$ cat src/rtl/cset_pkg.sv
// Shared codes and widths for the contact set event tracker.
// No dependencies; imported by the core, the slot RAM and the checker.
package cset_pkg;

  localparam int PARTNER_W   = 16;
  localparam int CODE_W      = 3;
  localparam int IN_TDATA_W  = 16;
  localparam int OUT_TDATA_W = 24;

  typedef logic [CODE_W-1:0] event_code_t;

  localparam event_code_t EV_NONE  = 3'd0;
  localparam event_code_t EV_ENTER = 3'd1;
  localparam event_code_t EV_STAY  = 3'd2;
  localparam event_code_t EV_EXIT  = 3'd3;
  localparam event_code_t EV_FULL  = 3'd4;

endpackage

$ cat src/rtl/cset_slot_ram.sv
// Single-port-write, single-port-read slot memory with registered read data.
// Depends on cset_pkg only through the common import convention.
module cset_slot_ram
  import cset_pkg::*;
#(
  parameter int DEPTH  = 16,
  parameter int WIDTH  = 16,
  parameter int ADDR_W = 4
) (
  input  logic              clk,
  input  logic              wr_en,
  input  logic [ADDR_W-1:0] wr_addr,
  input  logic [WIDTH-1:0]  wr_data,
  input  logic              rd_en,
  input  logic [ADDR_W-1:0] rd_addr,
  output logic [WIDTH-1:0]  rd_data
);

  logic [WIDTH-1:0] mem [DEPTH];
  logic [WIDTH-1:0] rd_data_r;

  always_ff @(posedge clk) begin
    if (wr_en) begin
      mem[wr_addr] <= wr_data;
    end
  end

  always_ff @(posedge clk) begin
    if (rd_en) begin
      rd_data_r <= mem[rd_addr];
    end
  end

  assign rd_data = rd_data_r;

endmodule

$ cat src/rtl/contact_set_event_tracker_core.sv
// Contact set event tracker: top level with scan sequencer, valid bits and
// output register. Depends on cset_pkg and cset_slot_ram.
//
// Usage:
//   Input beats carry one partner identifier (in_tdata) and a hit flag
//   (in_tuser). Each accepted beat produces exactly one output beat with an
//   event code and the partner it concerns: enter, stay, exit, none, or full
//   when a new partner finds every slot occupied (the identifier is dropped).
//   Partner identifiers live in a slot RAM with registered read data;
//   the occupancy of each slot is held in a flip-flop valid bit.
//   Pacing: a new beat is accepted only after the previous one is decided.
//   The scan reads one slot per cycle from the single RAM read port and
//   compares each slot after its registered read; a final decision state
//   applies the decision and writes back.
//   Only one beat is in progress at a time, so RAM writes never overlap a
//   scan of the same entry.
//   Stall: a finished result waits in the output register; the next input
//   beat is accepted and scanned meanwhile, and its decision waits until the
//   output register is free.
//   Reset (rst_n low, synchronous): the set is emptied at once through the
//   valid bits and the output valid bit is cleared; no clearing pass.
module contact_set_event_tracker_core
  import cset_pkg::*;
#(
  parameter int SET_CAPACITY = 16,
  parameter int ID_BITS      = 16
) (
  input  logic                   clk,
  input  logic                   rst_n,
  // input channel
  input  logic                   in_tvalid,
  output logic                   in_tready,
  input  logic [IN_TDATA_W-1:0]  in_tdata,   // [15:0] partner_id
  input  logic                   in_tuser,   // [0] is_hit
  // result channel
  output logic                   out_tvalid,
  input  logic                   out_tready,
  output logic [OUT_TDATA_W-1:0] out_tdata   // [2:0] event_code, [18:3] event_partner
);

  // Stored key width: identifiers are masked to ID_BITS, but never exceed the port
  localparam int KEY_W = (ID_BITS < PARTNER_W) ? ID_BITS : PARTNER_W;
  localparam int IDX_W = (SET_CAPACITY > 1) ? $clog2(SET_CAPACITY) : 1;
  localparam int CNT_W = $clog2(SET_CAPACITY + 1);
  localparam logic [IDX_W-1:0] LAST_IDX = IDX_W'(SET_CAPACITY - 1);
  localparam logic [CNT_W-1:0] CNT_END  = CNT_W'(SET_CAPACITY);

  localparam logic [1:0] S_IDLE = 2'd0;
  localparam logic [1:0] S_SCAN = 2'd1;
  localparam logic [1:0] S_FIN  = 2'd2;

  logic [1:0]              state_r, state_nxt;
  logic [SET_CAPACITY-1:0] valid_r;
  logic [KEY_W-1:0]        key_r;
  logic                    hit_r;
  logic [CNT_W-1:0]        cnt_r;
  logic                    rd_pend_r;
  logic [IDX_W-1:0]        cmp_idx_r;
  logic                    found_r;
  logic [IDX_W-1:0]        found_idx_r;
  logic                    free_r;
  logic [IDX_W-1:0]        free_idx_r;
  logic                    out_valid_r;
  event_code_t             out_code_r;
  logic [PARTNER_W-1:0]    out_partner_r;

  logic                    in_fire;
  logic                    out_free;
  logic                    fin_go;
  logic                    rd_en;
  logic [KEY_W-1:0]        rd_data;
  logic                    wr_en;
  event_code_t             code_nxt;
  logic [PARTNER_W-1:0]    partner_ext;
  logic [PARTNER_W-1:0]    partner_nxt;

  assign in_tready = (state_r == S_IDLE);
  assign in_fire   = in_tvalid && in_tready;
  assign out_free  = !out_valid_r || out_tready;
  assign fin_go    = (state_r == S_FIN) && out_free;
  assign rd_en     = (state_r == S_SCAN) && (cnt_r != CNT_END);

  cset_slot_ram #(
    .DEPTH  (SET_CAPACITY),
    .WIDTH  (KEY_W),
    .ADDR_W (IDX_W)
  ) u_slot_ram (
    .clk     (clk),
    .wr_en   (wr_en),
    .wr_addr (free_idx_r),
    .wr_data (key_r),
    .rd_en   (rd_en),
    .rd_addr (cnt_r[IDX_W-1:0]),
    .rd_data (rd_data)
  );

  // Sequencer: idle -> scan every slot -> decide and write back
  always_comb begin
    state_nxt = state_r;
    unique case (state_r)
      S_IDLE: begin
        if (in_fire) state_nxt = S_SCAN;
      end
      S_SCAN: begin
        if (rd_pend_r && (cmp_idx_r == LAST_IDX)) state_nxt = S_FIN;
      end
      S_FIN: begin
        if (out_free) state_nxt = S_IDLE;
      end
      default: state_nxt = S_IDLE;
    endcase
  end

  // Decision once the scan has seen every slot
  always_comb begin
    partner_ext            = '0;
    partner_ext[KEY_W-1:0] = key_r;
    partner_nxt            = partner_ext;
    wr_en                  = 1'b0;
    if (hit_r) begin
      if (found_r) begin
        code_nxt = EV_STAY;
      end else if (free_r) begin
        code_nxt = EV_ENTER;
        wr_en    = fin_go;
      end else begin
        code_nxt = EV_FULL;
      end
    end else begin
      if (found_r) begin
        code_nxt = EV_EXIT;
      end else begin
        code_nxt    = EV_NONE;
        partner_nxt = '0;
      end
    end
  end

  always_ff @(posedge clk) begin
    if (!rst_n) begin
      state_r     <= S_IDLE;
      valid_r     <= '0;
      out_valid_r <= 1'b0;
      rd_pend_r   <= 1'b0;
    end else begin
      state_r <= state_nxt;

      // Drop the output beat once taken, load a new one when deciding
      if (fin_go) begin
        out_valid_r <= 1'b1;
      end else if (out_tready) begin
        out_valid_r <= 1'b0;
      end

      if (in_fire) begin
        rd_pend_r <= 1'b0;
      end else if (state_r == S_SCAN) begin
        rd_pend_r <= rd_en;
      end

      // Occupancy: mark on enter, release on exit
      if (fin_go) begin
        if (hit_r && !found_r && free_r) begin
          valid_r[free_idx_r] <= 1'b1;
        end else if (!hit_r && found_r) begin
          valid_r[found_idx_r] <= 1'b0;
        end
      end
    end
  end

  // Scan datapath: issue one read per cycle, compare the slot read last cycle
  always_ff @(posedge clk) begin
    if (in_fire) begin
      key_r   <= in_tdata[KEY_W-1:0];
      hit_r   <= in_tuser;
      cnt_r   <= '0;
      found_r <= 1'b0;
      free_r  <= 1'b0;
    end else if (state_r == S_SCAN) begin
      if (rd_en) begin
        cnt_r <= CNT_W'(cnt_r + 1'b1);
      end
      cmp_idx_r <= cnt_r[IDX_W-1:0];
      if (rd_pend_r) begin
        if (valid_r[cmp_idx_r] && (rd_data == key_r)) begin
          found_r     <= 1'b1;
          found_idx_r <= cmp_idx_r;
        end
        // keep the lowest free slot
        if (!valid_r[cmp_idx_r] && !free_r) begin
          free_r     <= 1'b1;
          free_idx_r <= cmp_idx_r;
        end
      end
    end
  end

  always_ff @(posedge clk) begin
    if (fin_go) begin
      out_code_r    <= code_nxt;
      out_partner_r <= partner_nxt;
    end
  end

  assign out_tvalid = out_valid_r;
  assign out_tdata  = {5'b0, out_partner_r, out_code_r};

endmodule

$ cat config.mk
export PLATFORM = sky130hd
export DESIGN_NAME = contact_set_event_tracker_core
export DESIGN_NICKNAME = d
export VERILOG_FILES = /design/src/rtl/cset_pkg.sv /design/src/rtl/cset_slot_ram.sv /design/src/rtl/contact_set_event_tracker_core.sv
export SDC_FILE = /design/constraint.sdc
export NUM_CORES = 1
export LEC_CHECK = 0
export BUFFER_PORTS_ARGS = -buffer_cell sky130_fd_sc_hd__buf_4
export CAP_MARGIN = 20
export CORE_UTILIZATION = 55
export CTS_CLUSTER_DIAMETER = 30
export CTS_CLUSTER_SIZE = 40
export DETAILED_ROUTE_END_ITERATION = 12
export GPL_TIMING_DRIVEN = 0
export PLACE_DENSITY = 0.72
export SLEW_MARGIN = 40
export SYNTH_ARGS = -nofsm -noshare
export SYNTH_HDL_FRONTEND = slang
export SYNTH_HIERARCHICAL = 1
export SYNTH_SLANG_ARGS = --single-unit
$ cat constraint.sdc
create_clock -name clk -period 4.55 [get_ports clk]
set_input_delay 0 -clock clk [delete_from_list [all_inputs] [get_ports clk]]
set_output_delay 0 -clock clk [all_outputs]
set_load 0.02 [all_outputs]
==> results of run 1 <==
[cell families (layout without fill, tap and decap cells)]
| logic type | Yosys count | count (layout) | share of synthesized area (%) |
|---|---|---|---|
| other cells | 1 | 5 | 0.02804 |
| compound gates | 74 | 74 | 4.294 |
| buf+inv | 40 | 225 | 1.665 |
| mux | 68 | 68 | 11.73 |
| xor+xnor | 20 | 20 | 1.310 |
| flops | 347 | 347 | 75.88 |
| simple gates | 119 | 119 | 4.902 |
| fa+ha+maj | 2 | 2 | 0.1871 |
[final cells by class]
class | instances | area (sq um)
Buffer | 34 | 201.4
Clock buffer | 65 | 1520
Clock inverter | 47 | 584.3
Fill cell | 1466 | 7034
Inverter | 6 | 23.77
Multi-Input combinational cell | 288 | 3138
Sequential cell | 347 | 10150
Tap cell | 319 | 399.1
Timing Repair Buffer | 73 | 631.9
[cells in the mapped netlist (5+ instances only)]
| library cell | number | area [sq um] |
|---|---|---|
| a211oi_1 | 12 | 90.09 |
| a21oi_1 | 5 | 25.02 |
| a22oi_1 | 32 | 240.2 |
| a31oi_1 | 8 | 50.05 |
| a41oi_1 | 8 | 70.07 |
| buf_4 | 8 | 60.06 |
| buf_6 | 5 | 56.30 |
| clkbuf_1 | 14 | 52.55 |
| dfxtp_1 | 27 | 540.5 |
| edfxtp_1 | 320 | 9609 |
| inv_1 | 5 | 18.77 |
| mux4_1 | 10 | 262.8 |
| mux4_2 | 58 | 1306 |
| nand2_1 | 24 | 90.09 |
| nand3_1 | 5 | 25.02 |
| nor2_1 | 26 | 97.59 |
| nor2b_1 | 20 | 125.1 |
| nor3_1 | 11 | 55.05 |
| xor2_1 | 18 | 157.7 |
[flip-flops by register name, indices dropped and copies added (netlist names)]
signal / flops
out_partner_r: 16
key_r: 16
out_tvalid: 1
u_slot_ram/rd_data: 16
free_idx_r: 4
hit_r: 1
valid_r: 16
free_r: 1
cnt_r: 5
rd_pend_r: 1
out_code_r: 3
found_r: 1
found_idx_r: 4
state_r: 2
cmp_idx_r: 4
u_slot_ram/mem: 256
[worst reg2reg max path: stages, from the launching register on]
cell,delay [ns]
dfxtp_1,0.31
nand2b_1,0.30
nor3_1,0.50
or3b_2,0.61
nor3_2,0.63
buf_2,0.34
[final timing paths]
path / startpoint / to / slack (ns) / depth (start not counted)
setup / recovery: state_r[0] / u_slot_ram/mem[0][5] / 1.55 / 5
setup reg to reg: state_r[0] / u_slot_ram/mem[0][5] / 1.55 / 5
hold / removal: rst_n / state_r[1] / 0.03 / 4
hold reg to reg: rd_pend_r / free_r / 0.52 / 2
[power by group through the flow]
stage | logic [mW] | registers, mW | clock network (mW)
5_1_grt | 0.619 | 3.62 | 4.79
4_1_cts | 0.587 | 3.61 | 4.66
3_5_place_dp | 0.559 | 3.68 | 0
2_1_floorplan | 0.420 | 3.64 | 0
6_report | 0.582 | 3.61 | 4.60
3_3_place_gp | 0.545 | 3.67 | 0
[routing by layer]
metal | routed length [microns] | global-route usage [%]
met5 | 0 | 0
met4 | 632 | 8.150
met3 | 1994 | 5.146
met2 | 15420 | 42.54
met1 | 11670 | 31.93
[metrics by stage]
step | util, % | setup WS [ns]
finish | 70.30 | 1.546
CTS | 70.30 | 1.625
floorplan | - | 1.592
global route | 70.30 | 1.393
global placement | 59.53 | 0.5076
detailed placement | 60.61 | 1.626
==> impl_metrics.ini, run 1 <==
[clock_network]
cts_tree = built
cts.path.max_buffers = 3
cts_made_buffers = 59
cts_max_level = 2
clock_sinks = 347
cts_hold_buf = 19
cts.reportedPaths.clkPinSlew_ns = 0.05
cts_resized = 0
insertion_delay_ns = 0.57
postCtsSetupBuffers = 0
cts-root-buf = clkbuf_16

[die]
io_pins = 47
num_rows = 56
die_w_microns = 157.9
coreArea_sq_mm = 0.02368
start_util_pct = 56.48
dieArea_sq_mm = 0.02495
fp.dieH_microns = 157.9

[critical_path]
crit_fanout = 6
cp-end-kind = flip-flop
cp.required_ns = 4.80
crit_chain = nand2b_1 -> nor3_1 -> or3b_2 -> nor3_2 -> buf_2
critPathMaxStageDelay_ns = 0.63
path_buf_inv = 1
cp_slowest_cell = nor3_2
worstSetupStartpointType = flip-flop
crit_arrival_ns = 3.26
cp_top_family = simple AND/OR/NAND/NOR gates
critical_path_class = flip-flop to flip-flop

[power]
powerDensity_mw_per_mm2 = 528.4
p_sw_share_pct = 21.70
pwr-share-comb_pct = 6.6
power_mw = 8.797
p_leak_nw = 5.509
power_frac_clock_pct = 52.3
irDropWorstVdd_uv = 401.9
intPower_mw = 6.888
p_sw_mw = 1.909
pwr-share-seq_pct = 41.1

[synthesis]
async_flop_share_pct = 0
ys_warn_count = 6
netlist_area_sq_mm = 0.01338
ys_seq_elements = 347
syn_avg_cell_area_sq_um = 19.93
synthFlopType = edfxtp_1
ys_types = 46
synthCells = 671
synth-edff-count = 320
yosysSeqAreaShare_pct = 75.88

[timing]
setup_viol = 0
finalSetupTns_ns = 0
whs_ns = 0.02525
slew_headroom_pct = 43.55
slew_viol_final = 0
worst_slew_pin_slew_ns = 0.8467
max_freq_ghz = 0.3329
hold_viol = 0
skew_ns = 0.01449
rsz0062_at_grt = false
period_minus_slack_ns = 3.004
timing.final.crit_share_pct = 66.02

[drt]
drtPass1Iterations = 4
antenna_left = 0
vias_per_cell = 6.104
routed_wl_microns = 29710
wl_per_cell_microns = 25.20
drt-initial-drc-count = 632
num_vias = 7197
drc = 0

[min_path]
hp-class = input pin to flip-flop

[place]
port_buffers = 41
globalplace.congestion = 0.8301
post_dp_cell_area_sq_mm = 0.01435
hpwlAfterDp_microns = 17660
place_inst = 1048

[cells_and_area]
layout-drive-gt1-share_pct = 30.12
layout_commonest_cell = edfxtp_1
fin_area_sq_mm = 0.01665
area_growth_pct = 24.47
final_cells = 1179
antenna_cells = 0
final_cell_mix = 320 x edfxtp_1, 60 x clkbuf_16, 58 x mux4_2
nNetsFinal = 832

[grt]
antenna_found_initial = 0
overflow = 0
grt_pass1_wl_microns = 44430
track_usage_pct = 24.86
grt_max_degree = 25
grt_pass1_vias = 7545

[flow_run]
maxCapViolations = 0

[run_status]
status = finished clean
Note: power is estimated with default switching activity, not from simulation.
==> run 2: changes to the inputs <==
--- a/config.mk
+++ b/config.mk
@@ -5,6 +5,7 @@
 export SDC_FILE = /design/constraint.sdc
 export NUM_CORES = 1
 export LEC_CHECK = 0
+export ABC_AREA = 1
 export BUFFER_PORTS_ARGS = -buffer_cell sky130_fd_sc_hd__buf_4
 export CAP_MARGIN = 20
 export CORE_UTILIZATION = 55
@@ -12,7 +13,7 @@
 export CTS_CLUSTER_SIZE = 40
 export DETAILED_ROUTE_END_ITERATION = 12
 export GPL_TIMING_DRIVEN = 0
-export PLACE_DENSITY = 0.72
+export PLACE_DENSITY = 0.75
 export SLEW_MARGIN = 40
 export SYNTH_ARGS = -nofsm -noshare
 export SYNTH_HDL_FRONTEND = slang
==> constraint.sdc (replaced) <==
create_clock -name clk -period 2.6 [get_ports clk]
set_input_delay 0 -clock clk [delete_from_list [all_inputs] [get_ports clk]]
set_output_delay 0 -clock clk [all_outputs]
set_load 0.02 [all_outputs]
==> run 2 against run 1 <==
Effect of this change: the run now ends with negative setup slack left; global-route usage is 6.6 points higher; via count is 61% higher; synthesized area is 13% higher; fmax is 13% higher; cell area is 15% higher; sequential power is 77% higher; worst setup slack worse by 1.6 ns; clock power is 91% higher; flip-flop and latch count stayed put; routed wire length is 47% higher; core utilization is 0.71 points higher.
==> impl_metrics.ini, run 2 <==
[run_status]
status = complete, but fails checks
violations = negative setup slack

[min_path]
min_from = in_tdata[4]
hp-class = input pin to flip-flop
min_path_cells = 2
hold_path_end = key_r[4]

[synthesis]
synth-edff-count = 320
synth_top_cell_by_area = edfxtp_1
yosysSeqAreaShare_pct = 67.07
ys_seq_elements = 347
netlist_area_sq_mm = 0.01513
yosysTopAreaCellShare_pct = 63.50
async_flop_share_pct = 0
synthFlopType = edfxtp_1
syn_avg_cell_area_sq_um = 9.996
synth.most_common_cell = nand2_1
synthTopCellsByCount = 459 x nand2_1, 320 x edfxtp_1, 274 x inv_1
synthCells = 1514
ys_types = 25
yosys-top-cells-area = edfxtp_1 63%, nand2_1 11%, nand3_1 7.3%
ys_warn_count = 6

[timing]
rsz0062_at_grt = true
slew_viol_final = 0
skew_ns = 0.02584
max_freq_ghz = 0.3776
whs_ns = 0.1585
layout_setup_ws_ns = -0.04839
worst_slew_pin_slew_ns = 0.8222
setup_viol = 125
hold_viol = 0
slew_headroom_pct = 45.19
timing.final.crit_share_pct = 101.9
period_minus_slack_ns = 2.648

[drt]
highest_layer = met4
wl_met3_microns = 4727
wl_per_cell_microns = 20.99
drt-initial-drc-count = 1395
drc = 0
vias_per_cell = 5.574
routed_wl_microns = 43670
num_vias = 11590
wl_met2_microns = 20350
antenna_left = 0
met1_length_microns = 17040
drtPass1Iterations = 5

[clock_network]
insertion_delay_ns = 0.55
clock_sinks = 347
cts-root-buf = clkbuf_16
cts.path.max_buffers = 3
cts_tree = built
cts_made_buffers = 67
cts_max_level = 3
cts.reportedPaths.clkPinSlew_ns = 0.05

[cells_and_area]
nNetsFinal = 1711
top_register = u_slot_ram/mem
layout_commonest_cell = nand2_1
layout-drive-gt1-share_pct = 15.24
area_growth_pct = 26.47
largest_register_ffs = 256
final_cell_mix = 459 x nand2_1, 320 x edfxtp_1, 274 x inv_1
fin_util_pct = 71.01
antenna_cells = 0

[critical_path]
cp.required_ns = 2.85
crit_fanout = 14
worstSetupStartpointType = flip-flop
reg2reg_to = u_slot_ram/mem[2][7]
crit_chain = nand3_4 -> clkbuf_1 -> nor3_2 -> nand3_1 -> nor2_4 -> buf_12
critical_path_class = flip-flop to flip-flop
critPathMaxStageDelay_ns = 0.53
rr_startpoint = free_r
timing.reg2reg.worst_path_depth = 6
r2r_slack_ns = -0.05
cp_slowest_cell = dfxtp_1
cp-end-kind = flip-flop
crit_arrival_ns = 2.90

[power]
irDropWorstVdd_uv = 673.7
power_mw = 17.34
p_leak_nw = 8.160
powerDensity_mw_per_mm2 = 905.8

[place]
pre_cts_ws_ns = -0.6001
hpwlAfterDp_microns = 26980
port_buffers = 41
globalplace.congestion = 0.9602

[grt]
antenna_found_initial = 0
grt_pass1_vias = 11090
overflow = 0
grt_max_degree = 26
track_usage_pct = 31.44
grt_pass1_wl_microns = 64480

[die]
num_rows = 60
io_pins = 47
dieArea_sq_mm = 0.02818
die_w_microns = 167.9
coreArea_sq_mm = 0.02695
fp.dieH_microns = 167.9
start_util_pct = 56.15

[flow_run]
maxCapViolations = 0
[run 2: cell families (layout without fill, tap and decap cells)]
family,Yosys count,in the layout,synth area share [%]
flip-flops,347,347,67.07
other,1,5,0.02478
AND/OR/NAND/NOR,755,755,20.83
buffers and inverters,340,561,9.359
XOR/XNOR,6,6,0.3472
AO/OA/AOI/OAI,63,63,2.208
adder cells (fa/ha/maj),2,2,0.1653
[run 2: worst max-delay path: cells and delay by family (launching register included)]
kind / cells / cell delay (ns)
AND/OR/NAND/NOR: 4 / 1.36
buffers and inverters: 2 / 0.46
flip-flops: 1 / 0.53
[run 2: cell type report]
type,instances,area (sq um)
plain buffers,63,376.6
flip-flops and latches,347,10150
multi-input cells,831,3720
well taps,341,426.7
repair buffers,101,1116
inverters,277,1040
fillers,1858,7812
clock buffers,76,1795
clock inverters,44,514.2
[run 2: per-layer routing]
layer	global-route usage, %	vias to the layer above
met5	0	-
met3	5.736	110
met4	14.16	0
li1	-	5252
met1	42.91	5521
met2	49.53	711
[run 2: worst max path at each step]
| stage | start | to | slack, ns | cells past startpoint |
|---|---|---|---|---|
| after global placement | found_r | u_slot_ram/mem[14][7] | -0.93 | 6 |
| after floorplan | found_r | u_slot_ram/mem[10][0] | 0.28 | 6 |
| after global routing | found_r | u_slot_ram/mem[15][13] | -0.05 | 7 |
| after detailed placement | found_r | u_slot_ram/mem[11][9] | -0.60 | 6 |
| after CTS | free_r | u_slot_ram/mem[12][1] | 0.007 | 5 |
| final | free_r | u_slot_ram/mem[2][7] | -0.05 | 6 |
[run 2: per-stage QoR]
| step | std cells | cell area [sq um] | setup TNS, ns |
|---|---|---|---|
| finish | 2080 | 19140 | -3.591 |
| global route | 2080 | 19140 | -2.645 |
| CTS | 2072 | 19030 | 0 |
| detailed placement | 1908 | 16120 | -83.42 |
| global placement | 1900 | 15880 | -203.14 |
| floorplan | 1518 | 15150 | 0 |
[run 2: where the power goes]
group	switching, mW	leakage (nW)	internal, mW
logic	1.54	3.93	0.630
registers	0.129	3.12	6.26
clock network	2.89	1.12	5.88
[run 2: repair_timing]
| item | CTS | global route |
|---|---|---|
| endpoints found under the hold margin | 35 | 0 |
| pin swaps | 15 | 1 |
| resized for setup | 3 | 0 |
| hold buffers | 21 | 0 |
| setup buffers | 23 | 3 |
| endpoints found under the setup margin | 256 | 137 |
==> run 3: changes to the inputs <==
--- a/config.mk
+++ b/config.mk
@@ -9,6 +9,7 @@
 export BUFFER_PORTS_ARGS = -buffer_cell sky130_fd_sc_hd__buf_4
 export CAP_MARGIN = 20
 export CORE_UTILIZATION = 55
+export CTS_BUF_LIST = sky130_fd_sc_hd__clkbuf_8
 export CTS_CLUSTER_DIAMETER = 30
 export CTS_CLUSTER_SIZE = 40
 export DETAILED_ROUTE_END_ITERATION = 12
==> run 3 against run 2 <==
Effect of this change: the flow now finishes without violations; highest routed layer unchanged; fmax grew 3.1%; sequential share of layout area increased by 2.3 points; die area did not move; register-to-register slack gained 0.08 ns.
==> impl_metrics.ini, run 3 (synthesis results as in run 2) <==
[timing]
slew_headroom_pct = 40.18
worst_slew_pin_slew_ns = 0.8974
skew_ns = 0.01909
rsz0062_at_grt = true
slew_viol_final = 0
hold_viol = 0
setup_viol = 0
timing.final.crit_share_pct = 98.81
period_minus_slack_ns = 2.569
finalSetupTns_ns = 0
max_freq_ghz = 0.3893

[cells_and_area]
layout-drive-gt1-share_pct = 15.19
final_cell_mix = 459 x nand2_1, 320 x edfxtp_1, 278 x inv_1
top_register = u_slot_ram/mem
antenna_cells = 0
layout_commonest_cell = nand2_1
area_growth_pct = 21.12
fin_area_sq_mm = 0.01833
fillCellCount = 2017
nNetsFinal = 1710
largest_register_ffs = 256

[grt]
overflow = 0
track_usage_pct = 30.44
grt_util_met1_pct = 42.73
grt_pass1_vias = 10670
grtUsageMet2_pct = 47.23
use_met3_pct = 5.501
antenna_found_initial = 0
grt_pass1_wl_microns = 62420
grt_max_degree = 26
grt-busiest-layer = met2

[critical_path]
worstSetupStartpointType = flip-flop
crit_start = free_r
cp.required_ns = 2.88
rr_startpoint = free_r
path_buf_inv = 2
r2r_slack_ns = 0.03
crit_fanout = 10
critical_path_class = flip-flop to flip-flop
cp_top_family = simple AND/OR/NAND/NOR gates
critPathMaxStageDelay_ns = 0.51
crit_arrival_ns = 2.84
cp_slowest_cell = dfxtp_1
cp-end-kind = flip-flop
crit_chain = nand3_4 -> clkbuf_1 -> nor3_2 -> nand3_1 -> nor2_4 -> buf_4

[clock_network]
cts-root-buf = clkbuf_8
clock_sinks = 347
cts_made_buffers = 67
cts_max_level = 3
cts_tree = built
insertion_delay_ns = 0.57
cts.path.max_buffers = 3
cts.reportedPaths.clkPinSlew_ns = 0.06

[power]
power_mw = 14.52
powerDensity_mw_per_mm2 = 791.9
p_leak_nw = 7.803
irDropWorstVdd_uv = 678.0

[die]
start_util_pct = 56.15
num_rows = 60
fp.dieH_microns = 167.9
coreArea_sq_mm = 0.02695
io_pins = 47
dieArea_sq_mm = 0.02818
die_w_microns = 167.9

[place]
post_dp_cell_area_sq_mm = 0.01612
hpwlAfterDp_microns = 26980
globalplace.congestion = 0.9602
port_buffers = 41

[drt]
routed_wl_microns = 41890
wl_per_cell_microns = 20.15
vias_per_cell = 5.463
antenna_left = 0
drc = 0
num_vias = 11360
drt-initial-drc-count = 1319
drtPass1Iterations = 6

[min_path]
min_from = in_tdata[9]
hp-class = input pin to flip-flop

[run_status]
status = finished clean

[flow_run]
maxCapViolations = 0
-- run 3: cell count changes in the layout (fill, tap and decap cells not counted), sizes merged --
cell,delta
buf,-1
clkbuf,-5
clkinv,+1
clkinvlp,+1
inv,+3
-- run 3: area by class of cell --
type | count | area, sq um | area share, %
Tap cell | 341 | 426.7 | 2.328
Multi-Input combinational cell | 831 | 3720 | 20.29
Inverter | 277 | 1040 | 5.672
Buffer | 63 | 376.6 | 2.055
Clock inverter | 49 | 531.8 | 2.901
Sequential cell | 347 | 10150 | 55.37
Timing Repair Buffer | 100 | 1109 | 6.048
Clock buffer | 71 | 977.2 | 5.331
-- run 3: repair_timing --
action | CTS | global route
endpoints found under the setup margin | 256 | 94
pin swaps | 15 | 1
hold endpoints to repair | 35 | 0
buffers inserted | 23 | 3
gates resized for setup | 3 | 0
hold buffers | 21 | 0
-- run 3: worst reg2reg max path: stages (launching register included) --
cell	delay (ns)
dfxtp_1	0.51
nand3_4	0.19
clkbuf_1	0.26
nor3_2	0.38
nand3_1	0.47
nor2_4	0.28
buf_4	0.19
-- run 3: report_power, final --
part           switching (mW)  internal [mW]
logic                    1.51          0.629
registers               0.132           6.25
clock network            2.48           3.52
total                    4.12           10.4
-- run 3: path summary, 6_finish.rpt --
path	cells after the start	endpoint
worst min-delay path	2	key_r[9]
worst max register to register	6	u_slot_ram/mem[2][4]
worst max-delay path	6	u_slot_ram/mem[2][4]
worst min register to register	2	cnt_r[4]
-- run 3: through the flow --
step / utilization (%) / setup slack [ns] / hold WS, ns / cells
floorplan: - / 0.2833 / 0.09887 / 1518
global placement: 58.93 / -0.9305 / 0.1778 / 1900
detailed placement: 59.81 / -0.6001 / 0.1795 / 1908
CTS: 67.63 / 0.02311 / 0.1228 / 2072
global route: 68.01 / -0.03473 / 0.1354 / 2079
finish: 68.01 / 0.03101 / 0.1504 / 2079
-- run 3: routing by layer --
layer / part of all wire (%) / vias to the layer above / routed length (microns)
li1: - / 5237 / -
met1: 40 / 5398 / 16720
met2: 45 / 614 / 19030
met3: 11 / 108 / 4547
met4: 3.8 / 0 / 1594
met5: 0 / - / 0
